`src/hw/rtl/smcsr_pkg.sv`:
```
// Shared types and codes for the CSR sparse matrix store.
package smcsr_pkg;

	localparam logic REQ_READ  = 1'b0;
	localparam logic REQ_WRITE = 1'b1;

	localparam logic [1:0] ST_OK    = 2'd0;
	localparam logic [1:0] ST_RANGE = 2'd1;
	localparam logic [1:0] ST_FULL  = 2'd2;

	localparam logic CFG_ROW_COUNT = 1'b0;
	localparam logic CFG_COL_COUNT = 1'b1;

	// Controller commands to the datapath
	typedef struct packed {
		logic load_req;     // capture request fields
		logic clr_wr;       // clear row pointer at walk index, advance it
		logic ptr_init;     // walk index = row + 1
		logic ptr_rd_lo;    // read row_start[row]
		logic ptr_rd_hi;    // read row_start[row+1]
		logic first_ld;     // scan index = pointer read
		logic last_ld;      // row end = pointer read
		logic ptr_wr;       // write back adjusted pointer, advance walk index
		logic ptr_inc;      // direction of adjust
		logic ent_rd;       // read entry
		logic rd_next;      // read at scan index + 1
		logic rd_prev;      // read at scan index - 1
		logic ent_wr;       // write entry at scan index
		logic wr_mv;        // write data is the entry just read
		logic k_inc;
		logic k_dec;
		logic k_to_cnt;     // scan index = entry count
		logic cnt_inc;
		logic cnt_dec;
		logic res_load;     // capture result
		logic [1:0] res_status;
		logic res_hit;
	} smcsr_cmd_t;

	// Datapath status to the controller
	typedef struct packed {
		logic is_write;
		logic range_bad;
		logic scan_done;    // scan index reached row end or count
		logic col_match;    // entry just read has requested column
		logic val_zero;
		logic full;
		logic dn_done;      // nothing left above the scan index to move down
		logic up_done;      // scan index reached the insert position
		logic ptr_last;     // walk index at the last row pointer
	} smcsr_stat_t;

endpackage

```
`src/hw/rtl/smcsr_ctrl.sv`:
```
// Controller state machine: sequences the clearing pass, range check, scan, shift and pointer update.
module smcsr_ctrl (
	input  logic clk,
	input  logic arst_n,
	input  logic in_valid,
	output logic in_ready,
	output logic out_valid,
	input  logic out_ready,
	input  smcsr_pkg::smcsr_stat_t stat,
	output smcsr_pkg::smcsr_cmd_t cmd
);
	typedef enum logic [3:0] {
		S_CLR, S_IDLE, S_CHK, S_PLO, S_PHI, S_PLD, S_RD, S_CMP,
		S_DNCHK, S_DNWR, S_UPCHK, S_UPWR, S_INS, S_PRD, S_PWR, S_OUT
	} state_t;

	state_t state_q;
	logic hit_q;

	assign in_ready = state_q == S_IDLE && !out_valid;

	// Commands for the current state
	always_comb begin
		cmd = '0;
		case (state_q)
			S_CLR: cmd.clr_wr = 1'b1;
			S_IDLE: cmd.load_req = in_valid && in_ready;
			S_CHK: begin
				cmd.ptr_init = 1'b1;
				if (stat.range_bad) begin
					cmd.res_load = 1'b1;
					cmd.res_status = smcsr_pkg::ST_RANGE;
				end
			end
			S_PLO: cmd.ptr_rd_lo = 1'b1;
			S_PHI: begin
				cmd.ptr_rd_hi = 1'b1;
				cmd.first_ld = 1'b1;
			end
			S_PLD: cmd.last_ld = 1'b1;
			S_RD: begin
				if (!stat.scan_done) cmd.ent_rd = 1'b1;
				else begin
					// miss: answer now, insert if a nonzero write fits
					cmd.res_load = 1'b1;
					cmd.res_status = smcsr_pkg::ST_OK;
					if (stat.is_write && !stat.val_zero) begin
						if (stat.full) cmd.res_status = smcsr_pkg::ST_FULL;
						else cmd.k_to_cnt = 1'b1;
					end
				end
			end
			S_CMP: begin
				if (stat.col_match) begin
					cmd.res_load = 1'b1;
					cmd.res_hit = 1'b1;
					cmd.res_status = smcsr_pkg::ST_OK;
					// overwrite in place
					if (stat.is_write && !stat.val_zero) cmd.ent_wr = 1'b1;
				end else cmd.k_inc = 1'b1;
			end
			S_DNCHK: begin
				if (!stat.dn_done) begin
					cmd.ent_rd = 1'b1;
					cmd.rd_next = 1'b1;
				end
			end
			S_DNWR: begin
				cmd.ent_wr = 1'b1;
				cmd.wr_mv = 1'b1;
				cmd.k_inc = 1'b1;
			end
			S_UPCHK: begin
				if (!stat.up_done) begin
					cmd.ent_rd = 1'b1;
					cmd.rd_prev = 1'b1;
				end
			end
			S_UPWR: begin
				cmd.ent_wr = 1'b1;
				cmd.wr_mv = 1'b1;
				cmd.k_dec = 1'b1;
			end
			S_INS: cmd.ent_wr = 1'b1;
			S_PWR: begin
				cmd.ptr_wr = 1'b1;
				cmd.ptr_inc = !hit_q;
				if (stat.ptr_last) begin
					cmd.cnt_inc = !hit_q;
					cmd.cnt_dec = hit_q;
				end
			end
			default: ;
		endcase
	end

	// State and result valid; shifts step through S_DNCHK/S_DNWR or S_UPCHK/S_UPWR, pointer updates through S_PRD/S_PWR
	always_ff @(posedge clk or negedge arst_n) begin
		if (!arst_n) begin
			state_q <= S_CLR;
			out_valid <= 1'b0;
			hit_q <= 1'b0;
		end else begin
			if (state_q == S_OUT) out_valid <= 1'b1;
			else if (out_valid && out_ready) out_valid <= 1'b0;
			case (state_q)
				S_CLR: if (stat.ptr_last) state_q <= S_IDLE;
				S_IDLE: begin
					if (in_valid && in_ready) begin
						state_q <= S_CHK;
						hit_q <= 1'b0;
					end
				end
				S_CHK: state_q <= stat.range_bad ? S_OUT : S_PLO;
				S_PLO: state_q <= S_PHI;
				S_PHI: state_q <= S_PLD;
				S_PLD: state_q <= S_RD;
				S_RD: begin
					if (!stat.scan_done) state_q <= S_CMP;
					else if (stat.is_write && !stat.val_zero && !stat.full)
						state_q <= S_UPCHK;
					else state_q <= S_OUT;
				end
				S_CMP: begin
					if (!stat.col_match) state_q <= S_RD;
					else begin
						hit_q <= 1'b1;
						state_q <= (stat.is_write && stat.val_zero) ? S_DNCHK : S_OUT;
					end
				end
				S_DNCHK: state_q <= stat.dn_done ? S_PRD : S_DNWR;
				S_DNWR: state_q <= S_DNCHK;
				S_UPCHK: state_q <= stat.up_done ? S_INS : S_UPWR;
				S_UPWR: state_q <= S_UPCHK;
				S_INS: state_q <= S_PRD;
				S_PRD: state_q <= S_PWR;
				S_PWR: state_q <= stat.ptr_last ? S_OUT : S_PRD;
				S_OUT: state_q <= S_IDLE;
				default: state_q <= S_IDLE;
			endcase
		end
	end

	assert property (@(posedge clk) disable iff (!arst_n) in_ready |-> state_q == S_IDLE)
		else $error("ready outside idle");
	assert property (@(posedge clk) disable iff (!arst_n)
		(state_q == S_OUT) |=> out_valid) else $error("result lost");
	assert property (@(posedge clk) disable iff (!arst_n)
		(out_valid && !out_ready) |=> out_valid) else $error("result dropped");
	assert property (@(posedge clk) disable iff (!arst_n)
		out_valid |-> state_q == S_IDLE) else $error("result while busy");
endmodule

```
`config.mk`:
```
export PLATFORM = sky130hd
export DESIGN_NAME = smcsr_ctrl
export DESIGN_NICKNAME = d
export VERILOG_FILES = /design/src/hw/rtl/smcsr_pkg.sv /design/src/hw/rtl/smcsr_ctrl.sv
export SDC_FILE = /design/constraint.sdc
export NUM_CORES = 1
export LEC_CHECK = 0
export BUFFER_PORTS_ARGS = -buffer_cell sky130_fd_sc_hd__buf_2
export CAP_MARGIN = 20
export CORE_AREA = 2 2 44 46
export CTS_BUF_LIST = sky130_fd_sc_hd__clkbuf_16
export CTS_CLUSTER_SIZE = 28
export DETAILED_ROUTE_END_ITERATION = 10
export DIE_AREA = 0 0 46 48
export HOLD_SLACK_MARGIN = 0.15
export PLACE_DENSITY = 0.75
export SYNTH_ARGS = -nofsm -noshare
export SYNTH_HDL_FRONTEND = slang
export SYNTH_SLANG_ARGS = --single-unit
```
`constraint.sdc`:
```
create_clock -name clk -period 1.8 [get_ports clk]
set_input_delay 0.18 -clock clk [delete_from_list [all_inputs] [get_ports clk]]
set_output_delay 0.18 -clock clk [all_outputs]
set_load 0.05 [all_outputs]
```
== Word level (Yosys, flattened, before mapping) ==
Index checks and enable logic that the tools add are counted.

* Register bits after elaboration: 6
* Logic and storage cells: 87

* Eq/ne operators: 18
* Mux-type cells: 49
* Reductions and logical operators: 17

{| class="wikitable"
|+ Operator list
! cell !! count
|-
| 4-bit one-hot mux with 16 select lines || 1
|-
| 4-bit == test, second input constant || 8
|-
| 4-bit 2-to-1 mux || 6
|-
| 1-bit 2-to-1 mux || 23
|-
| 3-bit 2-to-1 mux || 6
|-
| 4-bit by 3-bit == test with 1-bit output, second input constant || 4
|-
| 2-bit 2-to-1 mux || 8
|-
| 3-bit one-hot mux with 3 select lines || 1
|-
| 4-bit by 2-bit == test with 1-bit output, second input constant || 2
|-
| 1-bit logical AND || 6
|-
| 1-bit one-hot mux with 2 select lines || 3
|-
| 4-bit by 1-bit == test with 1-bit output, second input constant || 1
|-
| 1-bit zero test || 4
|-
| 4-bit zero test || 1
|-
| 2-bit inequality test, second input constant || 2
|-
| 2-bit nonzero test || 2
|-
| 1-bit one-hot mux with 3 select lines || 1
|-
| 3-bit AND reduction || 1
|-
| 3-bit OR reduction || 1
|-
| 2-bit by 1-bit inequality test with 1-bit output, second input constant || 1
|-
| 2-bit AND reduction || 1
|-
| 2-bit OR reduction || 1
|}

== Longest topological paths before layout ==
* Word-level depth: 6
* Mapped depth: 5
* Mapped depth without buffers: 4

== Least setup slack after synthesis ==
OpenSTA, ideal clock, no wires.

* Path kind: register to output
* From: register state_q[0]
* To: output cmd[13] (netlist bit)
* Arrival: 2,697 ps
* Setup slack: -1,077 ps
* Cell stages (with the launch flop): 5
* Path buffers: 2
* Cell sequence: dfrtp_1 > buf_4 > buf_6 > nor4_1 > a31o_2

{| class="wikitable"
|+ RTL lines
! what !! line !! text
|-
| start, declared || smcsr_ctrl.sv:17 || <nowiki>state_t state_q;</nowiki>
|-
| start signal, assigned || smcsr_ctrl.sv:114 || <nowiki>S_CHK: state_q <= stat.range_bad ? S_OUT : S_PLO;</nowiki>
|-
| start signal, assigned || smcsr_ctrl.sv:128 || <nowiki>state_q <= (stat.is_write && stat.val_zero) ? S_DNCHK : S_OUT;</nowiki>
|-
| start signal, assigned || smcsr_ctrl.sv:131 || <nowiki>S_DNCHK: state_q <= stat.dn_done ? S_PRD : S_DNWR;</nowiki>
|-
| end, declared || smcsr_ctrl.sv:10 || <nowiki>output smcsr_pkg::smcsr_cmd_t cmd</nowiki>
|}

==> results.yml <==
timing:
  finalClockSkew_ns: 0.00159
  maxSlewHeadroom: 0.768
  time_the_final_worst_path_needs_with_i_o_delays_and_setup_ns: 1.81
  timing.final.ws_setup_ns: -0.00838
  final-hold-violation-count: 0
  fmaxAchievable_mhz: 553
  final_max_slew_viol_count: 0
  finalCritPeriodShare: 1.00
  timing.final.setup_violations: 1
  timing_worst_slew_pin_value_ns: 0.347
clock_network:
  clock_latency_ns: 0.23
  tritoncts: "done"
  cts_sinks: 6
  ctsLongestPathBuffers: 2
  numCtsBuffers: 3
  clk_transition_reported_paths_ns: 0.03
  htree_num_levels: 1
  ctsRootBufferMaster: "sky130_fd_sc_hd__clkbuf_16"
detailed_routing:
  drt_drc_violations_left: 0
  ant_nets: 0
  first_iter_violations: 61
  via_per_inst: 5.76
  dr_total_vias: 898
  dr.pass1.iters: 4
  detail_route.wirelength_um: 2370
  wl_per_cell_um: 15.2
power_and_ir_drop:
  vdd_drop_max_v: 0.00109
  power.combinational.fraction: 0.716
  seqPwrFrac: 0.136
  totalPowerFinal_uw: 2500
  power_density_nw_per_um2: 2140
  switching_share: 0.529
  total_switching_power_uw: 1320
  clockPowerShare: 0.148
  p_int_uw: 1180
  leakagePower_uw: 0.000565
floorplanning:
  ios: 38
  die_h_um: 48
  start_util: 0.413
  row_count: 15
  area_inside_the_core_boundary_um2: 1690
  die-width_um: 46
  dieArea_um2: 2210
layout:
  design.final.nets: 154
  area_overhead_of_the_layout_relative_to_synthesis_pct: 67.9
  finalNonFillerCells: 156
  antennaDiodeCount: 0
  final_cell_mix: "sky130_fd_sc_hd__buf_2, sky130_fd_sc_hd__buf_4, sky130_fd_sc_hd__nor2_1, sky130_fd_sc_hd__inv_1, sky130_fd_sc_hd__nand2_1"
  layout_commonest_cell: "sky130_fd_sc_hd__buf_2"
  final-seq-area_um2: 154
  final_util: 0.693
  multi_input_comb_area_um2: 531
  drive_above_1_share: 0.583
  fillCellCount: 124
  layout.cell_area.non_filler_um2: 1170
placed_design:
  placement.io_buffers: 37
  post-place-ws_ns: 0.0701
  dp_hpwl_um: 1610
  placedCellCount: 142
  placed_cell_area_um2: 978
  finalWeightedCongestion: 0.836
logic_synthesis:
  ys_warn_count: 0
  synth_simple_gate_area_frac: 0.355
  synth_async_sr_flop_share: 1.00
  synth_fa_ha_area_frac: 0
  syn-cell-area_um2: 697
  synth-edff-count: 0
  synthMuxAreaShare: 0.0144
  postSynth.topFlopCell: "sky130_fd_sc_hd__dfrtp_1"
  main_combinational_cell_family_by_area_after_synthesis: "simple AND/OR/NAND/NOR gates"
  ys_types: 36
  synth_area_per_cell_um2: 7.74
  synth_cells: 90
  synth.net_count: 103
  synth_seq_cells: 6
  synth_xor_xnor_area_share: 0
  synth_compound_gate_area_share: 0.278
  portion_of_the_post_synthesis_area_used_by_sequential_elements: 0.215
global_route:
  track_usage: 0.233
  global_route_wire_length_before_repair_um: 3610
  grt_start_max_net_pins: 19
  vias_in_the_first_global_route: 784
  overflow: 0
  number_of_antenna_violations_at_the_first_check_in_global_routing: 0
critical_path:
  start_kind: "flip-flop"
  critPathMaxStageDelay_ns: 0.45
  timing.critical_path.fanout_max: 10
  path_class: "flip-flop to primary output"
  cp_data_arrival_time_ns: 1.63
  critPathCaptureType: "primary output"
  timing.reg2reg.worst_path_depth: 6
  worst_path_dominant_cell_family: "flip-flops"
  timing.rr.end: "state_q[0]"
  critical-path-slowest-cell: "sky130_fd_sc_hd__dfrtp_2"
  launch_instance_of_the_worst_register_to_register_path: "state_q[3]"
  critical_path_buf_inv_count: 2
  worstPathCellList: "and2b_2 -> nand4_1 -> inv_1 -> a32o_2 -> buf_4"
  timing.reg2reg.setup_slack_ns: 0.25
  data_required_time_at_the_worst_endpoint_ns: 1.62
min_path:
  timing.hold.worst.start: "stat[7]"
  hold_path_end: "state_q[2]"
  hold_class: "primary input to flip-flop"
  worstHoldPathCells: 3
status:
  violated_checks: "setup timing"
  status: "finished with violations"
run:
  cap_violations: 0
[sequential cells by signal, summed over array words and instances (netlist names)]
register	cells
hit_q	1
out_valid	1
state_q	4
[Yosys cell counts, types with 3 or more instances]
cell type | count | area (um2)
sky130_fd_sc_hd__dfrtp_1 | 6 | 150
sky130_fd_sc_hd__a311oi_1 | 3 | 26.3
sky130_fd_sc_hd__buf_6 | 3 | 33.8
sky130_fd_sc_hd__nand2_1 | 5 | 18.8
sky130_fd_sc_hd__buf_4 | 4 | 30.0
sky130_fd_sc_hd__nor2_1 | 14 | 52.6
sky130_fd_sc_hd__nor4_1 | 4 | 25.0
sky130_fd_sc_hd__nand2b_1 | 3 | 18.8
sky130_fd_sc_hd__nor3_1 | 6 | 30.0
sky130_fd_sc_hd__inv_1 | 7 | 26.3
sky130_fd_sc_hd__a21oi_1 | 4 | 20.0
sky130_fd_sc_hd__nand3_1 | 3 | 15.0
[layer usage]
metal	track usage	share of wire	routed length, um
met2	0.378	0.52	1230
met1	0.301	0.42	983
met3	0.0604	0.059	139
met5	0	0	0
met4	0.0800	0.0046	11
[logic make-up after synthesis]
logic type             Yosys count
AOI/OAI and AO/OA               22
buffers and inverters           15
DFF                              6
muxes                            1
and+or+nand+nor                 46
[worst register-to-register path: stages (launching register included)]
cell and delay (ns):
sky130_fd_sc_hd__dfrtp_2 0.46, sky130_fd_sc_hd__buf_4 0.16, sky130_fd_sc_hd__buf_4 0.14, sky130_fd_sc_hd__and3_4 0.17, sky130_fd_sc_hd__a2111oi_4 0.31, sky130_fd_sc_hd__a311oi_1 0.08, sky130_fd_sc_hd__a21oi_1 0.16
[what timing repair did]
| action | CTS | global route |
|---|---|---|
| buffers inserted | 0 | 9 |
| hold buffers | 2 | 0 |
| gates resized for setup | 7 | 5 |
| pin swaps | 0 | 0 |
| cloned | 0 | 0 |
| endpoints found under the hold margin | 7 | 0 |
| setup endpoints to repair | 10 | 9 |
[power groups by stage]
| stage | Sequential, uW | Combinational, uW | Clock [uW] |
|---|---|---|---|
| 2_1_floorplan | 299 | 1280 | 0 |
| 3_3_place_gp | 330 | 1540 | 0 |
| 3_5_place_dp | 338 | 1560 | 0 |
| 4_1_cts | 348 | 1600 | 370 |
| 5_1_grt | 351 | 1900 | 381 |
| 6_report | 340 | 1790 | 370 |
[per-stage QoR]
stage,hold WS [ns],setup TNS [ns]
after floorplan,-0.116,-1.54
after global placement,0.00920,0
after detailed placement,0.0121,0
after CTS,0.238,0
after global routing,0.259,-0.0580
final,0.231,-0.00838
[how the worst max path moves through the flow]
stage / from / endpoint / slack (ns) / cells past startpoint
floorplan: state_q[0] / cmd[11] / -0.31 / 3
global placement: state_q[2] / cmd[13] / 0.15 / 4
detailed placement: state_q[2] / cmd[13] / 0.07 / 4
CTS: state_q[2] / cmd[8] / 0.01 / 5
global route: state_q[3] / cmd[10] / -0.03 / 5
finish: state_q[3] / cmd[10] / -0.008 / 5
[cell type report]
cell class	instances	area share
sequential	6	0.132
multi-input combinational	69	0.453
timing repair buffer	54	0.307
tap	17	0.0182
inverter	7	0.0257
clock buffer	3	0.0642
No activity file was read; power rests on OpenSTA's default activity.
